<file path="config.mk">
export PLATFORM = sky130hd
export DESIGN_NAME = i2c_register_master_flat
export DESIGN_NICKNAME = d
export VERILOG_FILES = /design/src/rtl/irm_pkg.sv /design/src/rtl/irm_chan_if.sv /design/src/rtl/i2c_register_master.sv /design/src/flat_wrapper.sv
export SDC_FILE = /design/constraint.sdc
export NUM_CORES = 1
export LEC_CHECK = 0
export BUFFER_PORTS_ARGS = -buffer_cell sky130_fd_sc_hd__buf_4
export CAP_MARGIN = 20
export CORE_ASPECT_RATIO = 2
export CORE_UTILIZATION = 45
export DETAILED_ROUTE_END_ITERATION = 16
export PLACE_DENSITY = 0.59
export SETUP_SLACK_MARGIN = 0.15
export SYNTH_ARGS = -nofsm -noshare
export SYNTH_HDL_FRONTEND = slang
export SYNTH_SLANG_ARGS = --single-unit
</file>
<file path="constraint.sdc">
create_clock -name clk -period 11.2 [get_ports clk]
set_input_delay 1.68 -clock clk [delete_from_list [all_inputs] [get_ports clk]]
set_output_delay 1.68 -clock clk [all_outputs]
set_load 0.01 [all_outputs]
</file>
<file path="src/rtl/irm_pkg.sv">
// Shared types, codes and the bus script table of the I2C register master.
`timescale 1ns / 1ps

package irm_pkg;

  localparam logic [15:0] ACK_TIMEOUT_RST = 16'd100;

  typedef enum logic [1:0] {
    FUNC_TICK  = 2'd0,
    FUNC_WRITE = 2'd1,
    FUNC_READ  = 2'd2,
    FUNC_CHECK = 2'd3
  } irm_func_t;

  typedef enum logic [3:0] {
    IT_END   = 4'd0,
    IT_START = 4'd1,
    IT_DEVW  = 4'd2,
    IT_DEVR  = 4'd3,
    IT_REG   = 4'd4,
    IT_DATA  = 4'd5,
    IT_SLOT  = 4'd6,
    IT_STOP  = 4'd7,
    IT_RECV  = 4'd8,
    IT_WAIT  = 4'd9
  } irm_item_t;

  typedef struct packed {
    irm_func_t  func;
    logic [6:0] target_addr;
    logic [7:0] reg_addr;
    logic [7:0] wr_data;
    logic       sda_in;
  } irm_in_t;

  typedef struct packed {
    logic       scl_out;
    logic       sda_out;
    logic       busy_res;
    logic       done_res;
    logic [7:0] rd_data;
    logic       ack_seen;
  } irm_out_t;

  // Bus item played at a given script position for a given command.
  function automatic irm_item_t irm_script(input irm_func_t op, input logic [3:0] pos);
    irm_item_t it;
    it = IT_END;
    case (op)
      FUNC_WRITE: begin
        case (pos)
          4'd1: it = IT_START;
          4'd2: it = IT_DEVW;
          4'd3: it = IT_SLOT;
          4'd4: it = IT_REG;
          4'd5: it = IT_SLOT;
          4'd6: it = IT_DATA;
          4'd7: it = IT_SLOT;
          4'd8: it = IT_STOP;
          default: it = IT_END;
        endcase
      end
      FUNC_READ: begin
        case (pos)
          4'd1:  it = IT_START;
          4'd2:  it = IT_DEVW;
          4'd3:  it = IT_SLOT;
          4'd4:  it = IT_REG;
          4'd5:  it = IT_SLOT;
          4'd6:  it = IT_STOP;
          4'd7:  it = IT_START;
          4'd8:  it = IT_DEVR;
          4'd9:  it = IT_SLOT;
          4'd10: it = IT_RECV;
          4'd11: it = IT_SLOT;
          4'd12: it = IT_STOP;
          default: it = IT_END;
        endcase
      end
      FUNC_CHECK: begin
        case (pos)
          4'd1: it = IT_START;
          4'd2: it = IT_DEVW;
          4'd3: it = IT_WAIT;
          4'd4: it = IT_STOP;
          default: it = IT_END;
        endcase
      end
      default: it = IT_END;
    endcase
    return it;
  endfunction

endpackage

</file>
<file path="src/rtl/irm_chan_if.sv">
// Valid/ready channel interface carrying one payload word.
`timescale 1ns / 1ps

interface irm_chan_if #(parameter type T = logic);
  logic valid;
  logic ready;
  T     data;

  modport source (output valid, output data, input ready);
  modport sink (input valid, input data, output ready);
endinterface

</file>
<file path="src/rtl/i2c_register_master.sv">
// Top level of the I2C register master: tick sequencer with registered results.
//
//   channel   direction  word            handshake
//   in_if     sink       irm_in_t        valid/ready, one bit-phase tick
//   out_if    source     irm_out_t       valid/ready, one result per tick
//   cfg_if    sink       16-bit timeout  valid/ready, always ready
//
// Each accepted tick updates the registered bus state and registers its result
// for out_if; a tick can be accepted every cycle while the skid is empty.
// The result register plus a one-word skid register keep input accepted
// while one result waits; input stalls only when both are full.
// Synchronous active-low reset releases both lines and returns to idle.
`timescale 1ns / 1ps

module i2c_register_master
  import irm_pkg::*;
(
  input logic clk,
  input logic rst_n,
  irm_chan_if.sink   in_if,
  irm_chan_if.source out_if,
  irm_chan_if.sink   cfg_if
);

  logic [15:0] ack_timeout_r;
  logic [3:0]  pos_r, pos_nxt;
  logic [1:0]  sub_r, sub_nxt;
  logic [3:0]  bit_index_r, bit_index_nxt;
  logic [7:0]  shift_r, shift_nxt;
  logic [7:0]  read_byte_r, read_byte_nxt;
  logic [15:0] wait_count_r, wait_count_nxt;
  logic [6:0]  dev_r, dev_nxt;
  logic [7:0]  reg_r, reg_nxt;
  logic [7:0]  data_r, data_nxt;
  irm_func_t   op_r, op_nxt;
  logic        ack_r, ack_nxt;
  logic        scl_r, scl_nxt;
  logic        sda_r, sda_nxt;

  irm_out_t    out_r, skid_r, res;
  logic        out_valid_r, skid_valid_r;
  logic        accept, take, done;

  irm_item_t   it, nit;
  logic        next_item, bitdone, hold;
  logic [3:0]  bi, np;

  assign accept = in_if.valid && in_if.ready;
  assign take   = out_valid_r && out_if.ready;
  assign in_if.ready  = !skid_valid_r;
  assign cfg_if.ready = 1'b1;
  assign out_if.valid = out_valid_r;
  assign out_if.data  = out_r;

  always_comb begin
    pos_nxt        = pos_r;
    sub_nxt        = sub_r;
    bit_index_nxt  = bit_index_r;
    shift_nxt      = shift_r;
    read_byte_nxt  = read_byte_r;
    wait_count_nxt = wait_count_r;
    dev_nxt        = dev_r;
    reg_nxt        = reg_r;
    data_nxt       = data_r;
    op_nxt         = op_r;
    ack_nxt        = ack_r;
    scl_nxt        = scl_r;
    sda_nxt        = sda_r;
    done           = 1'b0;
    next_item      = 1'b0;
    bitdone        = 1'b0;
    hold           = 1'b0;
    it             = irm_script(op_r, pos_r);
    bi             = bit_index_r + 4'd1;
    np             = pos_r + 4'd1;
    nit            = irm_script(op_r, np);

    if (pos_r == 4'd0 && sub_r == 2'd0) begin
      if (in_if.data.func != FUNC_TICK) begin
        op_nxt   = in_if.data.func;
        dev_nxt  = in_if.data.target_addr;
        reg_nxt  = in_if.data.reg_addr;
        data_nxt = in_if.data.wr_data;
        pos_nxt  = 4'd1;
        sub_nxt  = 2'd0;
      end
    end else if (sub_r == 2'd3) begin
      pos_nxt = 4'd0;
      sub_nxt = 2'd0;
    end else begin
      case (it)
        IT_START: begin
          scl_nxt = (sub_r == 2'd0);
          sda_nxt = 1'b0;
          next_item = (sub_r != 2'd0);
        end
        IT_DEVW, IT_DEVR, IT_REG, IT_DATA: begin
          scl_nxt = (sub_r == 2'd1);
          sda_nxt = shift_r[7];
          if (sub_r == 2'd2) begin
            shift_nxt = {shift_r[6:0], 1'b0};
            bitdone   = 1'b1;
          end
        end
        IT_SLOT: begin
          scl_nxt = (sub_r == 2'd1);
          sda_nxt = 1'b1;
          next_item = (sub_r == 2'd2);
        end
        IT_STOP: begin
          scl_nxt = (sub_r != 2'd0);
          sda_nxt = (sub_r == 2'd2);
          next_item = (sub_r == 2'd2);
        end
        IT_RECV: begin
          scl_nxt = (sub_r == 2'd1);
          sda_nxt = 1'b1;
          if (sub_r == 2'd1) begin
            shift_nxt = {shift_r[6:0], in_if.data.sda_in};
          end
          bitdone = (sub_r == 2'd2);
        end
        IT_WAIT: begin
          scl_nxt = (sub_r == 2'd1);
          sda_nxt = 1'b1;
          if (sub_r == 2'd1) begin
            if (!in_if.data.sda_in) begin
              ack_nxt = 1'b1;
            end else if (wait_count_r == 16'd0) begin
              ack_nxt = 1'b0;
            end else begin
              wait_count_nxt = wait_count_r - 16'd1;
              hold = 1'b1;
            end
          end
          next_item = (sub_r == 2'd2);
        end
        default: begin
          pos_nxt = 4'd0;
          sub_nxt = 2'd0;
          hold    = 1'b1;
        end
      endcase

      if (!hold) begin
        if (bitdone) begin
          bit_index_nxt = bi;
          if (bi[3]) begin
            if (it == IT_RECV) begin
              read_byte_nxt = shift_r;
            end
            next_item = 1'b1;
          end else begin
            sub_nxt = 2'd0;
          end
        end
        if (next_item) begin
          pos_nxt       = np;
          sub_nxt       = 2'd0;
          bit_index_nxt = 4'd0;
          case (nit)
            IT_END: begin
              pos_nxt = 4'd0;
              done    = 1'b1;
            end
            IT_DEVW: shift_nxt = {dev_r, 1'b0};
            IT_DEVR: shift_nxt = {dev_r, 1'b1};
            IT_REG:  shift_nxt = reg_r;
            IT_DATA: shift_nxt = data_r;
            IT_RECV: shift_nxt = 8'd0;
            IT_WAIT: wait_count_nxt = ack_timeout_r;
            default: ;
          endcase
        end else if (!bitdone) begin
          sub_nxt = sub_r + 2'd1;
        end
      end
    end

    res.scl_out  = scl_nxt;
    res.sda_out  = sda_nxt;
    res.busy_res = (pos_nxt != 4'd0) || (sub_nxt != 2'd0);
    res.done_res = done;
    res.rd_data  = read_byte_nxt;
    res.ack_seen = ack_nxt;
  end

  always_ff @(posedge clk) begin
    if (!rst_n) begin
      ack_timeout_r <= ACK_TIMEOUT_RST;
    end else if (cfg_if.valid && cfg_if.ready) begin
      ack_timeout_r <= cfg_if.data;
    end
  end

  always_ff @(posedge clk) begin
    if (!rst_n) begin
      pos_r        <= 4'd0;
      sub_r        <= 2'd0;
      bit_index_r  <= 4'd0;
      shift_r      <= 8'd0;
      read_byte_r  <= 8'd0;
      wait_count_r <= 16'd0;
      dev_r        <= 7'd0;
      reg_r        <= 8'd0;
      data_r       <= 8'd0;
      op_r         <= FUNC_TICK;
      ack_r        <= 1'b0;
      scl_r        <= 1'b1;
      sda_r        <= 1'b1;
    end else if (accept) begin
      pos_r        <= pos_nxt;
      sub_r        <= sub_nxt;
      bit_index_r  <= bit_index_nxt;
      shift_r      <= shift_nxt;
      read_byte_r  <= read_byte_nxt;
      wait_count_r <= wait_count_nxt;
      dev_r        <= dev_nxt;
      reg_r        <= reg_nxt;
      data_r       <= data_nxt;
      op_r         <= op_nxt;
      ack_r        <= ack_nxt;
      scl_r        <= scl_nxt;
      sda_r        <= sda_nxt;
    end
  end

  // A new word goes to the result register when it is free or being taken,
  // otherwise to the skid register.
  always_ff @(posedge clk) begin
    if (!rst_n) begin
      out_valid_r  <= 1'b0;
      skid_valid_r <= 1'b0;
    end else if (accept) begin
      if (!out_valid_r || take) begin
        out_valid_r <= 1'b1;
      end else begin
        skid_valid_r <= 1'b1;
      end
    end else if (take) begin
      out_valid_r  <= skid_valid_r;
      skid_valid_r <= 1'b0;
    end
  end

  always_ff @(posedge clk) begin
    if (accept) begin
      if (!out_valid_r || take) begin
        out_r <= res;
      end else begin
        skid_r <= res;
      end
    end else if (take && skid_valid_r) begin
      out_r <= skid_r;
    end
  end

`ifndef NO_ASSERTIONS
  a_skid_behind_out: assert property (@(posedge clk) disable iff (!rst_n)
    skid_valid_r |-> out_valid_r)
    else $error("skid register holds a word while the result register is empty");

  a_idle_sub_zero: assert property (@(posedge clk) disable iff (!rst_n)
    (pos_r == 4'd0) |-> (sub_r == 2'd0))
    else $error("sub-tick nonzero while idle");

  a_cmd_starts: assert property (@(posedge clk) disable iff (!rst_n)
    (accept && pos_r == 4'd0 && in_if.data.func != FUNC_TICK)
      |=> (pos_r == 4'd1 && sub_r == 2'd0))
    else $error("accepted command did not start the script");

  a_done_ends_busy: assert property (@(posedge clk) disable iff (!rst_n)
    (accept && done) |=> (pos_r == 4'd0 && scl_r && sda_r))
    else $error("transaction end left the bus busy or the lines driven");
`endif

endmodule

</file>
<file path="src/flat_wrapper.sv">
// flat-port wrapper written by rule: the top's interface ports become plain ports
module i2c_register_master_flat import irm_pkg::*;
  (clk, rst_n, in_if_valid, in_if_data, in_if_ready, out_if_valid, out_if_data, out_if_ready, cfg_if_valid, cfg_if_data, cfg_if_ready);
  irm_chan_if #(.T(irm_in_t)) in_if_i ();
  irm_chan_if #(.T(irm_out_t)) out_if_i ();
  irm_chan_if #(.T(logic [15:0])) cfg_if_i ();
  input logic clk;
  input logic rst_n;
  input wire logic [$bits(in_if_i.valid)-1:0] in_if_valid;
  input wire logic [$bits(in_if_i.data)-1:0] in_if_data;
  output wire logic [$bits(in_if_i.ready)-1:0] in_if_ready;
  output wire logic [$bits(out_if_i.valid)-1:0] out_if_valid;
  output wire logic [$bits(out_if_i.data)-1:0] out_if_data;
  input wire logic [$bits(out_if_i.ready)-1:0] out_if_ready;
  input wire logic [$bits(cfg_if_i.valid)-1:0] cfg_if_valid;
  input wire logic [$bits(cfg_if_i.data)-1:0] cfg_if_data;
  output wire logic [$bits(cfg_if_i.ready)-1:0] cfg_if_ready;
  assign in_if_i.valid = in_if_valid;
  assign in_if_i.data = in_if_data;
  assign in_if_ready = in_if_i.ready;
  assign out_if_valid = out_if_i.valid;
  assign out_if_data = out_if_i.data;
  assign out_if_i.ready = out_if_ready;
  assign cfg_if_i.valid = cfg_if_valid;
  assign cfg_if_i.data = cfg_if_data;
  assign cfg_if_ready = cfg_if_i.ready;
  i2c_register_master u_core (.clk(clk), .rst_n(rst_n), .in_if(in_if_i), .out_if(out_if_i), .cfg_if(cfg_if_i));
endmodule
</file>
==> results_tabular.tex <==
\begin{tabular}{lr}
\hline
Metric & Value \\
\hline
\multicolumn{2}{l}{\textbf{Global routing}} \\
\quad Global-route wire length before repair & between 20 and 30 mm \\
\quad Final global-route overflow total & 0 \\
\quad Via count of the first global-routing pass & $\sim$5600 \\
\quad Number of antenna violations at the first check in global routing & 0 \\
\quad Total routing usage reported by global routing & 0.243 \\
\quad Maximum number of pins on one net before global-route repair & 63 \\
\multicolumn{2}{l}{\textbf{Pwr}} \\
\quad Pwr Density & 147 nW/um\^{}2 \\
\quad Cell leakage power & about 0.003 uW \\
\quad Worst-case vdd ir drop & approximately 100 uV \\
\quad Design Power & $\sim$1100 uW \\
\multicolumn{2}{l}{\textbf{Placed design}} \\
\quad Placed instance area & roughly 7000 sq um \\
\quad Number of buffers inserted by port buffering & slightly above 60 \\
\quad Routability cong. & $\sim$0.91 \\
\quad Half-perimeter wire length after detailed placement & $\sim$13 mm \\
\quad Worst Setup Slack post-DPL & roughly 6.8 ns \\
\multicolumn{2}{l}{\textbf{Floorplan}} \\
\quad Rows & 61 \\
\quad Placeable Area & roughly 14000 sq um \\
\quad Height of the die & about 170 um \\
\quad Horiz. Die Dim & just under 90 um \\
\quad I/O pin count & 63 \\
\quad Starting utilization of the core area & 0.464 \\
\quad Die outline area & $\sim$15000 sq um \\
\multicolumn{2}{l}{\textbf{Detailed routing}} \\
\quad Average wire length per cell after detail routing & 17.2 um \\
\quad Routed wire length & around 17 mm \\
\quad \# DRC & 0 \\
\quad Initial detailed-routing violation count & between 400 and 500 \\
\quad First-pass iteration count of the detailed router & 5 \\
\quad Number of nets with antenna violations after detailed routing & 0 \\
\quad Via density & around 5.8 \\
\quad Via count & approximately 5800 \\
\multicolumn{2}{l}{\textbf{Final layout}} \\
\quad Layout fillers & 1370 \\
\quad Area used by multi-input combinational logic & about 3500 sq um \\
\quad P\&R area growth vs syn & 17.7\% \\
\quad Highest-count cells in the layout ignoring fill and taps & sky130\_fd\_sc\_hd\_\_dfxtp\_1 (95), sky130\_fd\_sc\_hd\_\_nor2\_1 (83), sky130\_fd\_sc\_hd\_\_nand2\_1 (81) \\
\quad Nets@finish & around 860 \\
\quad Leading cell type in the layout, fill and taps excluded & sky130\_fd\_sc\_hd\_\_dfxtp\_1 \\
\quad Final non-filler cell area & 7670 sq um \\
\quad Share of final-layout standard cells stronger than drive strength 1 & 0.169 \\
\quad N\_diodes & 0 \\
\quad Register Area & 2680 sq um \\
\multicolumn{2}{l}{\textbf{STA}} \\
\quad Relative slew margins & 0.374 \\
\quad Final number of max-transition violations & 0 \\
\quad Final worst-path cycle share & 0.395 \\
\quad Final count of hold timing violations & 0 \\
\quad Slew at the pin closest to its max-slew limit & 0.937 ns \\
\quad Final-layout setup total negative slack & 0 ns \\
\quad Peak Freq & between 200 and 250 MHz \\
\quad Clock period minus worst slack & around 4.4 ns \\
\quad RSZ-0062 raised after global routing & false \\
\quad Clock tree skew after final layout & between 0.008 and 0.009 ns \\
\quad Number of endpoints failing setup at the final stage & 0 \\
\quad Setup slack after layout & around 6.8 ns \\
\multicolumn{2}{l}{\textbf{Hold path}} \\
\quad Hold/Removal Path Class & reg -> reg \\
\multicolumn{2}{l}{\textbf{Synth}} \\
\quad Adder-cell share of the synthesized area & 0.0307 \\
\quad Post-synthesis sequential area ratio & 0.412 \\
\quad Largest family of logic cells by synthesized area & compound AO/OA/AOI/OAI gates \\
\quad Most frequently used flop master after synthesis & sky130\_fd\_sc\_hd\_\_dfxtp\_1 \\
\quad Cell type contributing the most total cell area after synthesis & sky130\_fd\_sc\_hd\_\_dfxtp\_1 \\
\quad Syn\_area\_per\_cell & between 8 and 9 sq um \\
\quad Share of synthesized cell area in and, or, nand and nor gates & 0.192 \\
\quad Area fraction in compound gates after synthesis & 0.238 \\
\quad Syn Nets & slightly above 800 \\
\quad Post-synthesis async set-or-reset flop share & 0 \\
\quad XOR/XNOR share of the synthesized area & 0.00537 \\
\quad Portion of netlist area occupied by mux cells & 0.0764 \\
\quad Fraction of synthesized cell area taken by the top area cell type & 0.292 \\
\quad Synth area leaders & sky130\_fd\_sc\_hd\_\_dfxtp\_1 (29\%), sky130\_fd\_sc\_hd\_\_edfxtp\_1 (12\%), sky130\_fd\_sc\_hd\_\_mux2i\_1 (6.6\%) \\
\quad Cell count after synthesis & 751 \\
\quad Number of warnings reported in the yosys synthesis log & 0 \\
\quad Area of the mapped netlist & about 6500 sq um \\
\quad Number of distinct library cells after synthesis & about 80 \\
\quad Number of enable-type register cells in the synthesized netlist & 26 \\
\quad Post-synthesis register bit count & 121 \\
\multicolumn{2}{l}{\textbf{Worst setup path}} \\
\quad Largest delay contributor family on the critical path & compound AO/OA/AOI/OAI gates \\
\quad Element type at the critical path start & register \\
\quad Reg2reg setup slack & 6.77 ns \\
\quad Worst path slowest cell & sky130\_fd\_sc\_hd\_\_dfxtp\_1 \\
\quad Kind of end point of the critical path & register \\
\quad Kind of critical path & reg -> reg \\
\quad Required time worst endpoint & between 10 and 15 ns \\
\quad Buf/Inv on CP & 1 \\
\quad Chain of cells forming the critical path & ha\_1 > a21boi\_0 > nor2\_1 > mux2i\_1 > nor4\_4 > a311oi\_1 > nand2\_1 > o2bb2ai\_1 > nand2\_1 > ha\_1 > inv\_1 > a32oi\_1 > o221ai\_1 \\
\quad Max stage delay on crit path & 0.65 ns \\
\quad Crit path max fanout & 13 \\
\quad Critical Path AT & about 4.7 ns \\
\multicolumn{2}{l}{\textbf{Clock tree}} \\
\quad Register clock-pin slew on the reported worst setup and hold paths & about 0.060 ns \\
\quad Clock insertion delay at the later pin of the skew report & between 0.4 and 0.5 ns \\
\quad CTS-repair resized insts & 0 \\
\quad CTS tree & yes \\
\quad Post-CTS Hold Fix Bufs & 0 \\
\quad CTS Root Buffer Type & sky130\_fd\_sc\_hd\_\_clkbuf\_16 \\
\quad H-tree depth reported by CTS & 4 \\
\quad Number of buffers inserted during clock tree synthesis & 17 \\
\quad Maximum root-to-sink buffer count & 2 \\
\quad TritonCTS sink count & 121 \\
\quad Count of buffers added by post-CTS timing repair for setup & 0 \\
\multicolumn{2}{l}{\textbf{Flow run}} \\
\quad Max\_cap viols & 0 \\
\multicolumn{2}{l}{\textbf{Outcome}} \\
\quad Result of the run & finished, final reports clean \\
\hline
\end{tabular}
==> power breakdown <==
part           leakage [uW]  total, uW  switching [uW]  internal (uW)
Sequential          0.00102        480            12.5            467
Combinational       0.00176        115            67.6           47.3
Clock              0.000278        534             206            328
==> layout make-up <==
class | instances | share of cell area
sequential | 121 | 0.350
multi-input combinational | 557 | 0.461
timing repair buffer | 69 | 0.0675
clock inverter | 14 | 0.0191
clock buffer | 18 | 0.0559
tap | 189 | 0.0308
inverter | 32 | 0.0157
==> Yosys cell counts, drive strengths merged (6+ instances only) <==
library cell,number
a21oi,78
a21o,7
a22oi,9
mux2i,43
o211ai,6
nand2,82
and2,6
o221a,9
nor2,84
nor3,19
o2bb2ai,6
edfxtp,26
nand2b,6
or3,7
ha,16
buf,12
a31oi,7
o22ai,6
nor4,6
a211oi,7
nand3,17
a22o,7
clkbuf,29
dfxtp,95
inv,31
and3,6
o21ai,41
==> metal layers <==
metal / vias up / routed length [um] / global-route usage / part of all wire
met5: - / 0 / 0 / 0
met4: 0 / 797 / 0.138 / 0.046
met3: 45 / 598 / 0.0344 / 0.035
met2: 160 / 9300 / 0.453 / 0.54
met1: 2744 / 6490 / 0.253 / 0.38
li1: 2828 / - / - / -
==> cells by family after synthesis <==
family,after synthesis
AND/OR/NAND/NOR,262
AO/OA/AOI/OAI,226
flip-flops,121
buffers and inverters,73
multiplexers,48
adder cells (fa/ha/maj),16
XOR/XNOR,4
other,1
==> registers in the layout (all words and copies together), names as in the netlist, named ones only <==
register / count
u_core.bit_index_r: 4
u_core.out_if.data: 13
u_core.sda_r: 1
u_core.dev_r: 7
u_core.ack_r: 1
u_core.read_byte_r: 8
u_core.pos_r: 4
u_core.ack_timeout_r: 16
u_core.skid_valid_r: 1
u_core.out_if.valid: 1
u_core.wait_count_r: 16
u_core.op_r: 2
u_core.data_r: 8
u_core.shift_r: 8
u_core.skid_r: 13
u_core.scl_r: 1
u_core.reg_r: 8
u_core.sub_r: 2
==> metrics by stage <==
stage	hold WS, ns	instances	utilization
finish	0.454	1000	0.546
global route	0.472	1000	0.546
CTS	0.456	998	0.545
detailed placement	0.447	966	0.504
global placement	0.446	966	0.504
floorplan	0.435	751	-
==> final timing paths <==
| check | from | endpoint | cells past startpoint |
|---|---|---|---|
| max | u_core.pos_r[2] | register | 13 |
| min | u_core.reg_r[0] | u_core.reg_r[0] | 2 |
| max reg2reg | u_core.pos_r[2] | register | 13 |
| min reg2reg | u_core.reg_r[0] | u_core.reg_r[0] | 2 |
==> worst reg2reg max path: cells and delay by family (launching register included) <==
kind	cells	cell delay, ns
AO/OA/AOI/OAI	5	1.38
AND/OR/NAND/NOR	4	0.98
flip-flops	1	0.65
multiplexers	1	0.65
adder cells (fa/ha/maj)	2	0.60
buffers and inverters	1	0.04
Power figures use the tool's default switching activity.
